### src/hdl/nig_pkg.sv
`timescale 1ns / 1ps
`default_nettype none

package nig_pkg;

  // Sizes of the index space and of the candidate words.
  localparam int MaxPolyLen   = 2048;
  localparam int MaxIndexBits = 16;
  localparam int MinIndexBits = 9;
  localparam int NumPolys     = 3;
  localparam int IdxW         = $clog2(MaxPolyLen);
  localparam int PolyW        = 2;
  localparam int PolyCntW     = PolyW + 1;

  // Configuration register widths.
  localparam int CfgIdxW      = 3;
  localparam int CfgDataW     = 16;
  localparam int CBitsW       = 5;
  localparam int LimitW       = 16;
  localparam int LenW         = 12;
  localparam int CountW       = 12;
  localparam int SmallCountW  = 8;

  // Bit packer widths.
  localparam int OctetW       = 8;
  localparam int CandW        = MaxIndexBits;
  localparam int NeedW        = 5;
  localparam int LoCntW       = 3;
  localparam int LoBitsW      = 7;

  // Used-mark store: rows of marks, cleared one row per cycle.
  localparam int MarkRowW     = 32;
  localparam int BitSelW      = $clog2(MarkRowW);
  localparam int MarkRows     = MaxPolyLen / MarkRowW;
  localparam int RowAddrW     = $clog2(MarkRows);

  // Configuration register indexes.
  typedef enum logic [CfgIdxW-1:0] {
    CFG_PRODUCT_FORM = 3'd0,
    CFG_C_BITS       = 3'd1,
    CFG_LIMIT        = 3'd2,
    CFG_POLY_LEN     = 3'd3,
    CFG_COUNT_FIRST  = 3'd4,
    CFG_COUNT_SECOND = 3'd5,
    CFG_COUNT_THIRD  = 3'd6
  } nig_cfg_e;

  // Input item.
  typedef struct packed {
    logic [OctetW-1:0] octet;
    logic              start_req;
  } nig_in_t;

  // Result item.
  typedef struct packed {
    logic [IdxW-1:0]  index;
    logic [PolyW-1:0] poly_number;
    logic             last_in_poly;
    logic             last;
  } nig_out_t;

  // Commands from the controller to the datapath.
  typedef struct packed {
    logic latch;
    logic pack_reset;
    logic enter;
    logic enter_next;
    logic pack;
    logic div_start;
    logic mark_rd;
    logic emit;
    logic clr_start;
    logic clr_step;
  } nig_cmd_t;

  // Status from the datapath to the controller.
  typedef struct packed {
    logic start;
    logic done;
    logic enter_found;
    logic cand_ready;
    logic cand_ok;
    logic div_busy;
    logic mark_hit;
    logic out_free;
    logic lip;
    logic clr_last;
  } nig_stat_t;

endpackage

`default_nettype wire

### src/hdl/nig_div.sv
`timescale 1ns / 1ps
`default_nettype none

module nig_div import nig_pkg::*; (
  input  wire logic              clk_i,
  input  wire logic              rst_ni,
  input  wire logic              start_i,
  input  wire logic [CandW-1:0]  dividend_i,
  input  wire logic [LenW-1:0]   divisor_i,
  output logic                   busy_o,
  output logic [IdxW-1:0]        remainder_o
);

  localparam int StepW = $clog2(CandW + 1);

  logic [StepW-1:0] step_q, step_d;
  logic [CandW-1:0] num_q, num_d;
  logic [LenW-1:0]  rem_q, rem_d;
  logic [LenW:0]    trial;

  // One restoring step per cycle, dividend bits taken from the top.
  always_comb begin
    step_d = step_q;
    num_d  = num_q;
    rem_d  = rem_q;
    trial  = {rem_q, num_q[CandW-1]};
    if (start_i) begin
      step_d = StepW'(CandW);
      num_d  = dividend_i;
      rem_d  = '0;
    end else if (step_q != '0) begin
      step_d = step_q - StepW'(1);
      num_d  = {num_q[CandW-2:0], 1'b0};
      if (trial >= {1'b0, divisor_i}) begin
        rem_d = LenW'(trial - {1'b0, divisor_i});
      end else begin
        rem_d = trial[LenW-1:0];
      end
    end
  end

  always_ff @(posedge clk_i or negedge rst_ni) begin
    if (!rst_ni) begin
      step_q <= '0;
    end else begin
      step_q <= step_d;
    end
  end

  always_ff @(posedge clk_i) begin
    num_q <= num_d;
    rem_q <= rem_d;
  end

  assign busy_o      = (step_q != '0);
  assign remainder_o = rem_q[IdxW-1:0];

endmodule

`default_nettype wire

### src/hdl/nig_dp.sv
`timescale 1ns / 1ps
`default_nettype none

module nig_dp import nig_pkg::*; (
  input  wire logic                clk_i,
  input  wire logic                rst_ni,
  input  wire logic                cfg_valid_i,
  input  wire logic [CfgIdxW-1:0]  cfg_index_i,
  input  wire logic [CfgDataW-1:0] cfg_data_i,
  input  wire nig_in_t             in_data_i,
  input  wire logic                out_ready_i,
  output logic                     out_valid_o,
  output nig_out_t                 out_data_o,
  input  wire nig_cmd_t            cmd_i,
  output nig_stat_t                stat_o
);

  // Configuration registers.
  logic                   product_form_q;
  logic [CBitsW-1:0]      c_bits_q;
  logic [LimitW-1:0]      limit_q;
  logic [LenW-1:0]        poly_len_q;
  logic [CountW-1:0]      count_first_q;
  logic [SmallCountW-1:0] count_second_q;
  logic [SmallCountW-1:0] count_third_q;

  // Latched item.
  logic [OctetW-1:0] octet_q;
  logic              start_q;

  // Bit packer state.
  logic [CandW-1:0]   part_q, part_d, part_w;
  logic [NeedW-1:0]   need_q, need_d, need_w;
  logic [LoCntW-1:0]  lo_cnt_q, lo_cnt_d;
  logic [LoBitsW-1:0] lo_bits_q, lo_bits_d;
  logic [CandW+OctetW-1:0] shifted;
  logic [CandW-1:0]   cand;
  logic               cand_ready;

  // Generation state.
  logic [PolyW-1:0]  cur_q;
  logic [CountW-1:0] remaining_q, rem_dec;
  logic              done_q;
  logic              lip;

  // Effective settings and polynomial entry search.
  logic [LenW-1:0]     eff_len;
  logic [NeedW-1:0]    eff_bits;
  logic [CountW-1:0]   cnt_sat [NumPolys];
  logic [CountW-1:0]   cnt_raw [NumPolys];
  logic [PolyCntW-1:0] enter_from;
  logic [PolyCntW-1:0] poly_total;
  logic                enter_found;
  logic [PolyW-1:0]    enter_sel;

  // Divider and used-mark store.
  logic                div_busy;
  logic [IdxW-1:0]     div_rem;
  logic [MarkRowW-1:0] mark_mem [MarkRows];
  logic [MarkRowW-1:0] mark_row_q;
  logic [IdxW-1:0]     idx_q;
  logic [RowAddrW-1:0] clr_cnt_q;

  // Result register.
  logic     out_valid_q;
  nig_out_t out_data_q;

  // Configuration writes; indexes beyond the list are dropped.
  always_ff @(posedge clk_i or negedge rst_ni) begin
    if (!rst_ni) begin
      product_form_q <= 1'b0;
      c_bits_q       <= CBitsW'(11);
      limit_q        <= LimitW'(2048);
      poly_len_q     <= LenW'(1024);
      count_first_q  <= '0;
      count_second_q <= '0;
      count_third_q  <= '0;
    end else if (cfg_valid_i) begin
      unique case (cfg_index_i)
        CFG_PRODUCT_FORM: product_form_q <= cfg_data_i[0];
        CFG_C_BITS:       c_bits_q       <= cfg_data_i[CBitsW-1:0];
        CFG_LIMIT:        limit_q        <= cfg_data_i[LimitW-1:0];
        CFG_POLY_LEN:     poly_len_q     <= cfg_data_i[LenW-1:0];
        CFG_COUNT_FIRST:  count_first_q  <= cfg_data_i[CountW-1:0];
        CFG_COUNT_SECOND: count_second_q <= cfg_data_i[SmallCountW-1:0];
        CFG_COUNT_THIRD:  count_third_q  <= cfg_data_i[SmallCountW-1:0];
        default: ;
      endcase
    end
  end

  // Clamp length and candidate width to their supported ranges.
  always_comb begin
    if (poly_len_q == '0) begin
      eff_len = LenW'(1);
    end else if (poly_len_q > LenW'(MaxPolyLen)) begin
      eff_len = LenW'(MaxPolyLen);
    end else begin
      eff_len = poly_len_q;
    end
    if (c_bits_q < CBitsW'(MinIndexBits)) begin
      eff_bits = NeedW'(MinIndexBits);
    end else if (c_bits_q > CBitsW'(MaxIndexBits)) begin
      eff_bits = NeedW'(MaxIndexBits);
    end else begin
      eff_bits = NeedW'(c_bits_q);
    end
  end

  // Saturated counts and the first non-empty polynomial from the start point.
  always_comb begin
    cnt_raw[0] = product_form_q ? CountW'(count_first_q[SmallCountW-1:0])
                                : count_first_q;
    cnt_raw[1] = CountW'(count_second_q);
    cnt_raw[2] = CountW'(count_third_q);
    enter_from = cmd_i.enter_next ? (PolyCntW'(cur_q) + PolyCntW'(1)) : '0;
    poly_total = product_form_q ? PolyCntW'(NumPolys) : PolyCntW'(1);
    enter_found = 1'b0;
    enter_sel   = '0;
    for (int p = NumPolys - 1; p >= 0; p--) begin
      cnt_sat[p] = (cnt_raw[p] > CountW'(eff_len)) ? CountW'(eff_len) : cnt_raw[p];
      if (PolyCntW'(p) >= enter_from && PolyCntW'(p) < poly_total &&
          cnt_sat[p] != '0) begin
        enter_found = 1'b1;
        enter_sel   = PolyW'(p);
      end
    end
  end

  // Bit packer: leftovers first, then octet bits MSB first.
  always_comb begin
    part_w    = part_q;
    need_w    = need_q;
    lo_cnt_d  = lo_cnt_q;
    lo_bits_d = lo_bits_q;
    if (need_q == '0) begin
      part_w    = CandW'(lo_bits_q);
      need_w    = eff_bits - NeedW'(lo_cnt_q);
      lo_cnt_d  = '0;
      lo_bits_d = '0;
    end
    cand_ready = (need_w <= NeedW'(OctetW));
    shifted    = {part_w, octet_q} >> (NeedW'(OctetW) - need_w);
    cand       = shifted[CandW-1:0];
    if (cand_ready) begin
      part_d    = '0;
      need_d    = '0;
      lo_cnt_d  = LoCntW'(NeedW'(OctetW) - need_w);
      lo_bits_d = LoBitsW'(octet_q & (8'hff >> need_w));
    end else begin
      part_d    = {part_w[CandW-OctetW-1:0], octet_q};
      need_d    = need_w - NeedW'(OctetW);
    end
  end

  // Count of the current polynomial after this index.
  assign rem_dec = (remaining_q != '0) ? (remaining_q - CountW'(1)) : '0;
  assign lip     = (rem_dec == '0);

  // Item latch.
  always_ff @(posedge clk_i) begin
    if (cmd_i.latch) begin
      octet_q <= in_data_i.octet;
    end
  end

  always_ff @(posedge clk_i or negedge rst_ni) begin
    if (!rst_ni) begin
      start_q <= 1'b0;
    end else if (cmd_i.latch) begin
      start_q <= in_data_i.start_req;
    end else if (cmd_i.pack_reset) begin
      start_q <= 1'b0;
    end
  end

  // Packer and generation state.
  always_ff @(posedge clk_i or negedge rst_ni) begin
    if (!rst_ni) begin
      part_q      <= '0;
      need_q      <= '0;
      lo_cnt_q    <= '0;
      lo_bits_q   <= '0;
      cur_q       <= '0;
      remaining_q <= '0;
      done_q      <= 1'b1;
    end else begin
      if (cmd_i.pack_reset) begin
        part_q      <= '0;
        need_q      <= '0;
        lo_cnt_q    <= '0;
        lo_bits_q   <= '0;
        cur_q       <= '0;
        remaining_q <= '0;
      end else if (cmd_i.pack) begin
        part_q    <= part_d;
        need_q    <= need_d;
        lo_cnt_q  <= lo_cnt_d;
        lo_bits_q <= lo_bits_d;
      end
      if (cmd_i.emit) begin
        remaining_q <= rem_dec;
      end
      if (cmd_i.enter) begin
        if (enter_found) begin
          cur_q       <= enter_sel;
          remaining_q <= cnt_sat[enter_sel];
          done_q      <= 1'b0;
        end else begin
          done_q      <= 1'b1;
        end
      end
    end
  end

  // Candidate reduction modulo the effective length.
  nig_div u_div (
    .clk_i       (clk_i),
    .rst_ni      (rst_ni),
    .start_i     (cmd_i.div_start),
    .dividend_i  (cand),
    .divisor_i   (eff_len),
    .busy_o      (div_busy),
    .remainder_o (div_rem)
  );

  // Used-mark store: row read, set on emit, rows zeroed by the clear sweep.
  always_ff @(posedge clk_i) begin
    if (cmd_i.mark_rd) begin
      mark_row_q <= mark_mem[div_rem[IdxW-1:BitSelW]];
      idx_q      <= div_rem;
    end
    if (cmd_i.emit) begin
      mark_mem[idx_q[IdxW-1:BitSelW]] <=
        mark_row_q | (MarkRowW'(1) << idx_q[BitSelW-1:0]);
    end else if (cmd_i.clr_step) begin
      mark_mem[clr_cnt_q] <= '0;
    end
  end

  // Clear sweep row counter.
  always_ff @(posedge clk_i or negedge rst_ni) begin
    if (!rst_ni) begin
      clr_cnt_q <= '0;
    end else if (cmd_i.clr_start) begin
      clr_cnt_q <= '0;
    end else if (cmd_i.clr_step) begin
      clr_cnt_q <= clr_cnt_q + RowAddrW'(1);
    end
  end

  // Result register.
  always_ff @(posedge clk_i or negedge rst_ni) begin
    if (!rst_ni) begin
      out_valid_q <= 1'b0;
    end else if (cmd_i.emit) begin
      out_valid_q <= 1'b1;
    end else if (out_ready_i) begin
      out_valid_q <= 1'b0;
    end
  end

  always_ff @(posedge clk_i) begin
    if (cmd_i.emit) begin
      out_data_q.index        <= idx_q;
      out_data_q.poly_number  <= cur_q;
      out_data_q.last_in_poly <= lip;
      out_data_q.last         <= lip & ~enter_found;
    end
  end

  assign out_valid_o = out_valid_q;
  assign out_data_o  = out_data_q;

  // Status towards the controller.
  always_comb begin
    stat_o.start       = start_q;
    stat_o.done        = done_q;
    stat_o.enter_found = enter_found;
    stat_o.cand_ready  = cand_ready;
    stat_o.cand_ok     = (cand < limit_q);
    stat_o.div_busy    = div_busy;
    stat_o.mark_hit    = mark_row_q[idx_q[BitSelW-1:0]];
    stat_o.out_free    = ~out_valid_q | out_ready_i;
    stat_o.lip         = lip;
    stat_o.clr_last    = (clr_cnt_q == RowAddrW'(MarkRows - 1));
  end

  // A new result never overwrites one that has not been taken.
  assert property (@(posedge clk_i) disable iff (!rst_ni)
    cmd_i.emit |-> (!out_valid_q || out_ready_i))
    else $error("result register overwritten");

  // The mark row is only looked up once the remainder has settled.
  assert property (@(posedge clk_i) disable iff (!rst_ni)
    cmd_i.mark_rd |-> !div_busy)
    else $error("mark read while divider busy");

  // An emitted index is presented in the following cycle.
  assert property (@(posedge clk_i) disable iff (!rst_ni)
    cmd_i.emit |=> out_valid_q)
    else $error("emitted item not presented");

  // Packing only happens inside an active generation after any start is handled.
  assert property (@(posedge clk_i) disable iff (!rst_ni)
    cmd_i.pack |-> (!done_q && !start_q))
    else $error("packing outside a generation");

endmodule

`default_nettype wire

### src/hdl/nig_ctrl.sv
`timescale 1ns / 1ps
`default_nettype none

module nig_ctrl import nig_pkg::*; (
  input  wire logic      clk_i,
  input  wire logic      rst_ni,
  input  wire logic      in_valid_i,
  output logic           in_ready_o,
  input  wire nig_stat_t stat_i,
  output nig_cmd_t       cmd_o
);

  typedef enum logic [4:0] {
    S_IDLE = 5'b00001,
    S_PACK = 5'b00010,
    S_DIV  = 5'b00100,
    S_TEST = 5'b01000,
    S_CLR  = 5'b10000
  } nig_state_e;

  nig_state_e state_q, state_d;
  logic       clr_ret_q, clr_ret_d;

  // Next state and commands.
  always_comb begin
    state_d   = state_q;
    clr_ret_d = clr_ret_q;
    cmd_o     = '0;
    cmd_o.enter_next = (state_q == S_TEST);
    in_ready_o = (state_q == S_IDLE);
    unique case (state_q)
      S_IDLE: begin
        if (in_valid_i) begin
          cmd_o.latch = 1'b1;
          state_d     = S_PACK;
        end
      end
      S_PACK: begin
        if (stat_i.start) begin
          // Start of a generation: clear state, open the first polynomial.
          cmd_o.pack_reset = 1'b1;
          cmd_o.enter      = 1'b1;
          if (stat_i.enter_found) begin
            cmd_o.clr_start = 1'b1;
            clr_ret_d       = 1'b1;
            state_d         = S_CLR;
          end else begin
            state_d = S_IDLE;
          end
        end else if (stat_i.done) begin
          state_d = S_IDLE;
        end else begin
          cmd_o.pack = 1'b1;
          if (stat_i.cand_ready && stat_i.cand_ok) begin
            cmd_o.div_start = 1'b1;
            state_d         = S_DIV;
          end else begin
            state_d = S_IDLE;
          end
        end
      end
      S_DIV: begin
        if (!stat_i.div_busy) begin
          cmd_o.mark_rd = 1'b1;
          state_d       = S_TEST;
        end
      end
      S_TEST: begin
        if (stat_i.mark_hit) begin
          state_d = S_IDLE;
        end else if (stat_i.out_free) begin
          cmd_o.emit = 1'b1;
          if (stat_i.lip) begin
            cmd_o.enter = 1'b1;
            if (stat_i.enter_found) begin
              cmd_o.clr_start = 1'b1;
              clr_ret_d       = 1'b0;
              state_d         = S_CLR;
            end else begin
              state_d = S_IDLE;
            end
          end else begin
            state_d = S_IDLE;
          end
        end
      end
      S_CLR: begin
        cmd_o.clr_step = 1'b1;
        if (stat_i.clr_last) begin
          state_d = clr_ret_q ? S_PACK : S_IDLE;
        end
      end
      default: begin
        state_d = S_IDLE;
      end
    endcase
  end

  always_ff @(posedge clk_i or negedge rst_ni) begin
    if (!rst_ni) begin
      state_q   <= S_IDLE;
      clr_ret_q <= 1'b0;
    end else begin
      state_q   <= state_d;
      clr_ret_q <= clr_ret_d;
    end
  end

endmodule

`default_nettype wire

### src/hdl/ntru_index_generator.sv
`timescale 1ns / 1ps
`default_nettype none

// Index generator for sparse ternary polynomials. Mask-generator octets come in
// one item at a time and are packed MSB first into c_bits-wide candidates;
// a candidate below limit is reduced modulo poly_len and delivered as an index
// if not yet used in the current polynomial (one or, in product form, three
// polynomials). An octet that completes an in-range candidate passes through
// the one-bit-per-cycle remainder unit and then the registered read of the
// used-mark store. Opening each polynomial adds a sweep that zeroes the
// used-mark store one 32-bit row per cycle, during which no item is accepted.
// A waiting result holds the block only when the next index is ready to be
// delivered. Configuration writes are taken in any cycle.
module ntru_index_generator import nig_pkg::*; (
  input  wire logic                clk_i,
  input  wire logic                rst_ni,
  input  wire logic                cfg_valid_i,
  output logic                     cfg_ready_o,
  input  wire logic [CfgIdxW-1:0]  cfg_index_i,
  input  wire logic [CfgDataW-1:0] cfg_data_i,
  input  wire logic                in_valid_i,
  output logic                     in_ready_o,
  input  wire nig_in_t             in_data_i,
  output logic                     out_valid_o,
  input  wire logic                out_ready_i,
  output nig_out_t                 out_data_o
);

  nig_cmd_t  cmd;
  nig_stat_t stat;

  // Register writes always complete at once.
  assign cfg_ready_o = 1'b1;

  nig_ctrl u_ctrl (
    .clk_i      (clk_i),
    .rst_ni     (rst_ni),
    .in_valid_i (in_valid_i),
    .in_ready_o (in_ready_o),
    .stat_i     (stat),
    .cmd_o      (cmd)
  );

  nig_dp u_dp (
    .clk_i       (clk_i),
    .rst_ni      (rst_ni),
    .cfg_valid_i (cfg_valid_i),
    .cfg_index_i (cfg_index_i),
    .cfg_data_i  (cfg_data_i),
    .in_data_i   (in_data_i),
    .out_ready_i (out_ready_i),
    .out_valid_o (out_valid_o),
    .out_data_o  (out_data_o),
    .cmd_i       (cmd),
    .stat_o      (stat)
  );

endmodule

`default_nettype wire
### config.mk
export PLATFORM = sky130hd
export DESIGN_NAME = ntru_index_generator
export DESIGN_NICKNAME = d
export VERILOG_FILES = /design/src/hdl/nig_pkg.sv /design/src/hdl/nig_div.sv /design/src/hdl/nig_dp.sv /design/src/hdl/nig_ctrl.sv /design/src/hdl/ntru_index_generator.sv
export SDC_FILE = /design/constraint.sdc
export NUM_CORES = 2
export LEC_CHECK = 0
export BUFFER_PORTS_ARGS = -buffer_cell sky130_fd_sc_hd__buf_2
export CAP_MARGIN = 0
export CORE_MARGIN = 3
export CORE_UTILIZATION = 65
export CTS_CLUSTER_DIAMETER = 80
export DETAILED_ROUTE_END_ITERATION = 7
export GPL_TIMING_DRIVEN = 0
export PLACE_DENSITY = 0.81
export SYNTH_ARGS = -nofsm -noshare
export SYNTH_HDL_FRONTEND = slang
export SYNTH_HIERARCHICAL = 1
export SYNTH_SLANG_ARGS = --single-unit
### constraint.sdc
create_clock -name clk_i -period 14.05 [get_ports clk_i]
set_clock_uncertainty 0.15 [all_clocks]
set_input_delay 2.81 -clock clk_i [delete_from_list [all_inputs] [get_ports clk_i]]
set_output_delay 2.81 -clock clk_i [all_outputs]
set_load 0.1 [all_outputs]
## Word-level counts from Yosys, hierarchy flattened

Memory sizes are Yosys's and may differ from the RTL's. A register that Yosys moved wholly into a read port is not among the register bits.
Cells that the tools add are included.
W data, S select, Z words.

| storage, ports and cells | value |
|---|---|
| flip-flop bits (word level) | 189 |
| RAM bits | 2048 |
| input bits | 33 |
| output and inout port bits | 18 |
| logic and storage cells | 226 |
| memories kept | 1 |

Memory list:

| memory | depth | width | rd ports | clocked after Yosys merged registers in | wr ports | RTL line | source |
|---|---|---|---|---|---|---|---|
| u_dp.mark_mem | 64 | 32 | 1 | 1 | 1 | nig_dp.sv:59 | `logic [MarkRowW-1:0] mark_mem [MarkRows];` |

| operators by class | value |
|---|---|
| add/subtract/negate cells | 8 |
| order comparisons | 17 |
| equal/unequal tests | 22 |
| shift-type cells | 3 |
| muxes and demuxes | 106 |
| bitwise logic cells | 7 |
| reductions and logical operators | 34 |

Operators with widths:

| kind | number |
|---|---|
| $mux W12 | 14 |
| $mux W16 | 6 |
| $mux W5 | 16 |
| $reduce_bool A12 Y1 | 4 |
| $mux W1 | 35 |
| $mux W32 | 1 |
| $or A32 B32 Y32 | 1 |
| $reduce_or A32 Y1 | 1 |
| $shl A1 B5 Y32 const A | 1 |
| $mux W2 | 14 |
| $mux W7 | 4 |
| $pmux W5 S5 | 1 |
| $bmux W12 S2 | 1 |
| $gt A8 B12 Y1 | 2 |
| $logic_not A12 Y1 | 2 |
| $shr A24 B5 Y16 | 1 |
| $mux W3 | 7 |
| $mux W6 | 3 |
| $lt A16 B16 Y1 | 1 |
| $reduce_and A2 Y1 | 8 |
| $ne A2 B2 Y1 const B | 7 |
| $ge A13 B12 Y1 | 1 |
| $gt A12 B12 Y1 | 1 |
| $gt A12 B12 Y1 const B | 1 |
| other kinds (44) | 64 |

## Longest topological paths before layout

| logic depth | value |
|---|---|
| depth after elaboration | 19 |
| depth in mapped cells | 30 |
| depth with buffers taken out | 27 |

## Cells and area by module

Netlist, hierarchy kept.

Modules (own cells, without submodules):

| module | times used | cells an instance | area each (um^2) | seq. area each (um^2) |
|---|---|---|---|---|
| nig_dp | 1 | 4115 | 88889.0 | 66391.2 |
| nig_div | 1 | 220 | 2144.6 | 845.8 |
| nig_ctrl | 1 | 57 | 498.0 | 151.4 |
| ntru_index_generator | 1 | 2 | 11.3 | 0.0 |

## Worst setup path before layout

Ideal clock, no wire load.

| timing | value |
|---|---|
| path type | in2reg |
| from | input port out_ready_i |
| to | memory u_dp.mark_mem[15][0], enable pin |
| setup time | 0.421 ns |
| data arrival time | 6.285 ns |
| required time | 13.479 ns |
| slack | 7.194 ns |
| stages | 9 |
| buffers on the path | 1 |
| cells stage by stage | nand2b_1 nor4b_4 clkbuf_1 clkinv_1 nand2_1 and3_1 a31o_2 nand2_1 nor2_1 |

RTL lines:

| what | RTL line | source |
|---|---|---|
| start: declaration | ntru_index_generator.sv:25 | `input wire logic out_ready_i,` |
| end: declaration | nig_dp.sv:59 |  |

==> results.md <==
* Status: finished, violations left
* Failing checks: design-rule violations, max-capacitance violations, max-slew violations
* Power per cell area at roughly 210 nW/um2
* Leak Pwr at 33.5 nW
* Hold Vio Cnt, Final at 0
* Worst-Margin Slew at ~1600 ps
* Crit path time final at 8920 ps
* CTS Buffer Depth at 3
* Post-synthesis compound-gate area fraction at under 10%
* Drt pass-1 iters at 8
* Worst-Skew Late Latency at 890 ps
* Routed Wire Length at approximately 290,000 um
* Hold Crit Start: u_dp/part_q[11]
* Root Buffer: clkbuf_16
* Critical path's most frequent cell: mux4_2
* Place WS at approximately 5600 ps
* R2R Path End: u_dp/mark_mem[6][15]
* Setup WS post-layout at between 5000 and 6000 ps
* CP max FO at 19
* Fin nets at a little under 5,000
* CP top delay family: simple AND/OR/NAND/NOR gates
* CP max-delay cell: nor2_4
* Starting Density at ~66%
* CTS Buf Count at 214
* Initial antenna violation count at 36
* Core ar. at 140,000 um2
* Synth Area in Simple Gates at between 3 and 4%
* Post-Synth XOR/XNOR Area at less than 1%
* Post-CTS setup buffer count at 0
* DIE HEIGHT at approximately 380 um
* Register area at just under 70,000 um2
* Most common cell after layout, fill and taps aside: edfxtp_1
* P&R area growth vs syn at 13.9%
* Period utilisation layout at between 60% and 70%
* Hold Path Depth at 2
* Main combinational cell family by area after synthesis: multiplexers
* Mux cell area share after synthesis at 18.3%
* Clock sinks at ~2,300
* Worst Setup End Kind: register
* # hold bufs at CTS at 0
* Clk slew on worst S/H paths at roughly 60 ps
* Area occupied by multi-input gates at roughly 24,000 um2
* Max cap viols at 4
* Vias at 52,700
* Critical path's largest stage delay at 1210 ps
* Most frequent cells in the layout: 2,130 x edfxtp_1, 685 x mux4_2, 214 x clkbuf_16
* Post-CTS sizing at 0
* Reg2reg setup slack at between 5000 and 6000 ps
* Die width at 381 um
* WL/cell at ~43 um
* Drt initial violations at a little under 10,000
* Setup violators final at 0
* Critical path class: register to register
* Main synth FF type: edfxtp_1
* Req. time, crit path at ~14,000 ps
* RSZ-0062 raised after global routing: false
* DR DRC count at 40
* Slew HR at -3.42%
* I/O Pins at 51
* Hold Crit Class: register to register
* CTS H-tree depth at 4
* Die area at between 100,000 and 150,000 um2
* Area after DPL at 97,000 um2
* Crit path cell chain: buf_1, mux4_2, mux4_2, mux2_2, nor4b_4, clkbuf_1, clkinv_1, mux2i_1, nand2_1, nor2_4, buf_16
* Hold Path Sink: u_dp/part_q[11]
* Global-route wire length before repair at slightly above 400,000 um
* Async set-reset flop share out of synthesis at ~5.6%
* Pin count of the biggest net entering global routing at 89
* Num rows at ~140
* ANT nets after route at 0
* Final Slew Violations at 23
* # fillers at between 6,000 and 7,000
* Gp weighted congestion at 0.952
* Mapped Avg Cell Area at 20.8 um2
* Gr usage total at just over 40%
* Vias per std cell at a little under 8
* Achievable Freq at ~110 MHz
* Cells after synthesis at around 4,400
* CTS tree: built
* Synthesized cell area at ~90,000 um2
* Syn_nets at approximately 4,500
* Post-DP HPWL at 168,000 um
* PortBufs at 49
* Cell area after layout at 104,000 um2
* CP startpoint kind: register
* Share of cells above drive strength 1 at 28.7%
* Setup TNS at 0 ps
* Synth Area in Adders at less than 1%
* R2R Path Start: u_dp/idx_q[0]
* Unique masters post-synth at between 90 and 100
* Worst VDD drop at about 0.25 mV
* R2R cell count at 11
* Number of global-route vias before repair at between 50,000 and 60,000
* Yosys warnings at 6
* Flops & latches, synth at around 2,300
* Post-synth EDFFs at ~2,100
* Post-synthesis sequential area ratio at 73.6%
* GR Overflow Total at 0
* CP bufs+invs at 4
* Arrival @ worst endpoint at 9300 ps
-- routing by layer --
| layer | vias to the layer above | track usage [%] | wire [um] |
|---|---|---|---|
| met5 | - | 1.09 | 262 |
| met4 | 20 | 27.3 | 25600 |
| met3 | 1436 | 15.2 | 43700 |
| met2 | 5548 | 62.2 | 135000 |
| met1 | 26600 | 51.2 | 89000 |
| li1 | 19100 | - | - |
-- report_power, final --
part	total, mW	internal, mW	switching (mW)
clock	6.09	3.34	2.75
sequential	7.82	7.65	0.171
combinational	8.51	3.40	5.11
-- registers in the layout (all words and copies together) (netlist names), 6 cells and up --
| signal | flops |
|---|---|
| u_dp/mark_mem | 2048 |
| u_dp/mark_row_q | 32 |
| u_dp/limit_q | 16 |
| u_dp/part_q | 16 |
| u_dp/u_div/num_q | 16 |
| u_dp/out_data_o | 15 |
| u_dp/count_first_q | 12 |
| u_dp/poly_len_q | 12 |
| u_dp/remaining_q | 12 |
| u_dp/u_div/rem_q | 12 |
| u_dp/idx_q | 11 |
| u_dp/count_second_q | 8 |
| u_dp/count_third_q | 8 |
| u_dp/octet_q | 8 |
| u_dp/lo_bits_q | 7 |
| u_dp/clr_cnt_q | 6 |
-- cell type report --
class | count | share of cell area [%]
antenna | 26 | 0.0624
clock inverter | 157 | 1.69
clock buffer | 245 | 5.27
sequential | 2269 | 64.6
buffer | 234 | 0.998
inverter | 81 | 0.291
timing repair buffer | 149 | 2.25
multi-input combinational | 1810 | 22.6
tap | 1876 | 2.25
-- worst reg2reg max path, stage by stage, from the launching register on --
cell and delay [ps]:
edfxtp_1 640, buf_1 650, mux4_2 650, mux4_2 540, mux2_2 390, nor4b_4 1090
clkbuf_1 520, clkinv_1 590, mux2i_1 1040, nand2_1 840, nor2_4 1220, buf_16 280
-- worst max-delay path by stage --
stage / start / endpoint / slack, ps / depth (start not counted)
2_1_floorplan: out_ready_i / u_dp/mark_mem[15][0] / 7190 / 9
3_3_place_gp: out_ready_i / u_dp/mark_mem[0][13] / 4000 / 8
3_5_place_dp: u_dp/c_bits_q[3] / u_dp/u_div/num_q[9] / 5570 / 26
4_1_cts: u_dp/c_bits_q[3] / u_dp/u_div/num_q[9] / 5550 / 26
5_1_grt: u_dp/c_bits_q[3] / u_dp/u_div/num_q[8] / 5040 / 26
6_report: u_dp/idx_q[0] / u_dp/mark_mem[6][15] / 5130 / 11
-- metrics by stage --
step / hold WS, ps / instances / total power [mW] / util, %
after global placement: 334 / 6319 / 15.6 / 67.4
final: 355 / 6847 / 22.4 / 74.7
after global routing: 378 / 6831 / 22.9 / 74.6
after floorplan: 274 / 4394 / 13.2 / -
after CTS: 357 / 6820 / 22.1 / 74.6
after detailed placement: 344 / 6418 / 15.9 / 69.4
-- Yosys cell counts (6+ instances only) --
cell	number	area [um2]
a211oi_1	18	135
a21o_1	17	128
a21oi_1	98	490
a22o_1	7	61.3
a311oi_1	6	52.6
a31oi_1	8	50.1
and2_1	11	68.8
and3_1	14	87.6
and3b_1	6	52.6
buf_1	62	233
buf_2	16	80.1
buf_4	18	135
clkbuf_1	130	488
dfrtp_1	120	3000
dfstp_2	7	184
dfxtp_1	12	240
edfxtp_1	2130	64000
ha_1	64	801
inv_1	77	289
mux2_2	77	867
mux2i_1	43	430
mux4_2	685	15400
nand2_1	140	526
nand2b_1	22	138
nand3_1	35	175
nand3b_1	8	60.1
nand4_1	21	131
nor2_1	186	698
nor2b_1	25	156
nor3_1	42	210
nor3b_1	12	90.1
nor4_1	13	81.3
o211ai_1	14	105
o21a_1	7	52.6
o21ai_0	84	420
o21ai_1	7	35.0
o221ai_1	7	61.3
o22ai_1	10	62.6
o31ai_1	7	52.6
or3_1	11	68.8
xnor2_1	13	114
-- cell families (layout without fill, tap and decap cells) --
kind of cell	after synthesis	after routing
other	1	27
buffers and inverters	315	866
muxes	805	805
adders and majority gates	66	66
xor gates and xnor gates	19	19
and+or+nand+nor	573	573
AOI/OAI and AO/OA	346	346
DFF	2269	2269
Note: power is estimated with default switching activity, not from simulation.
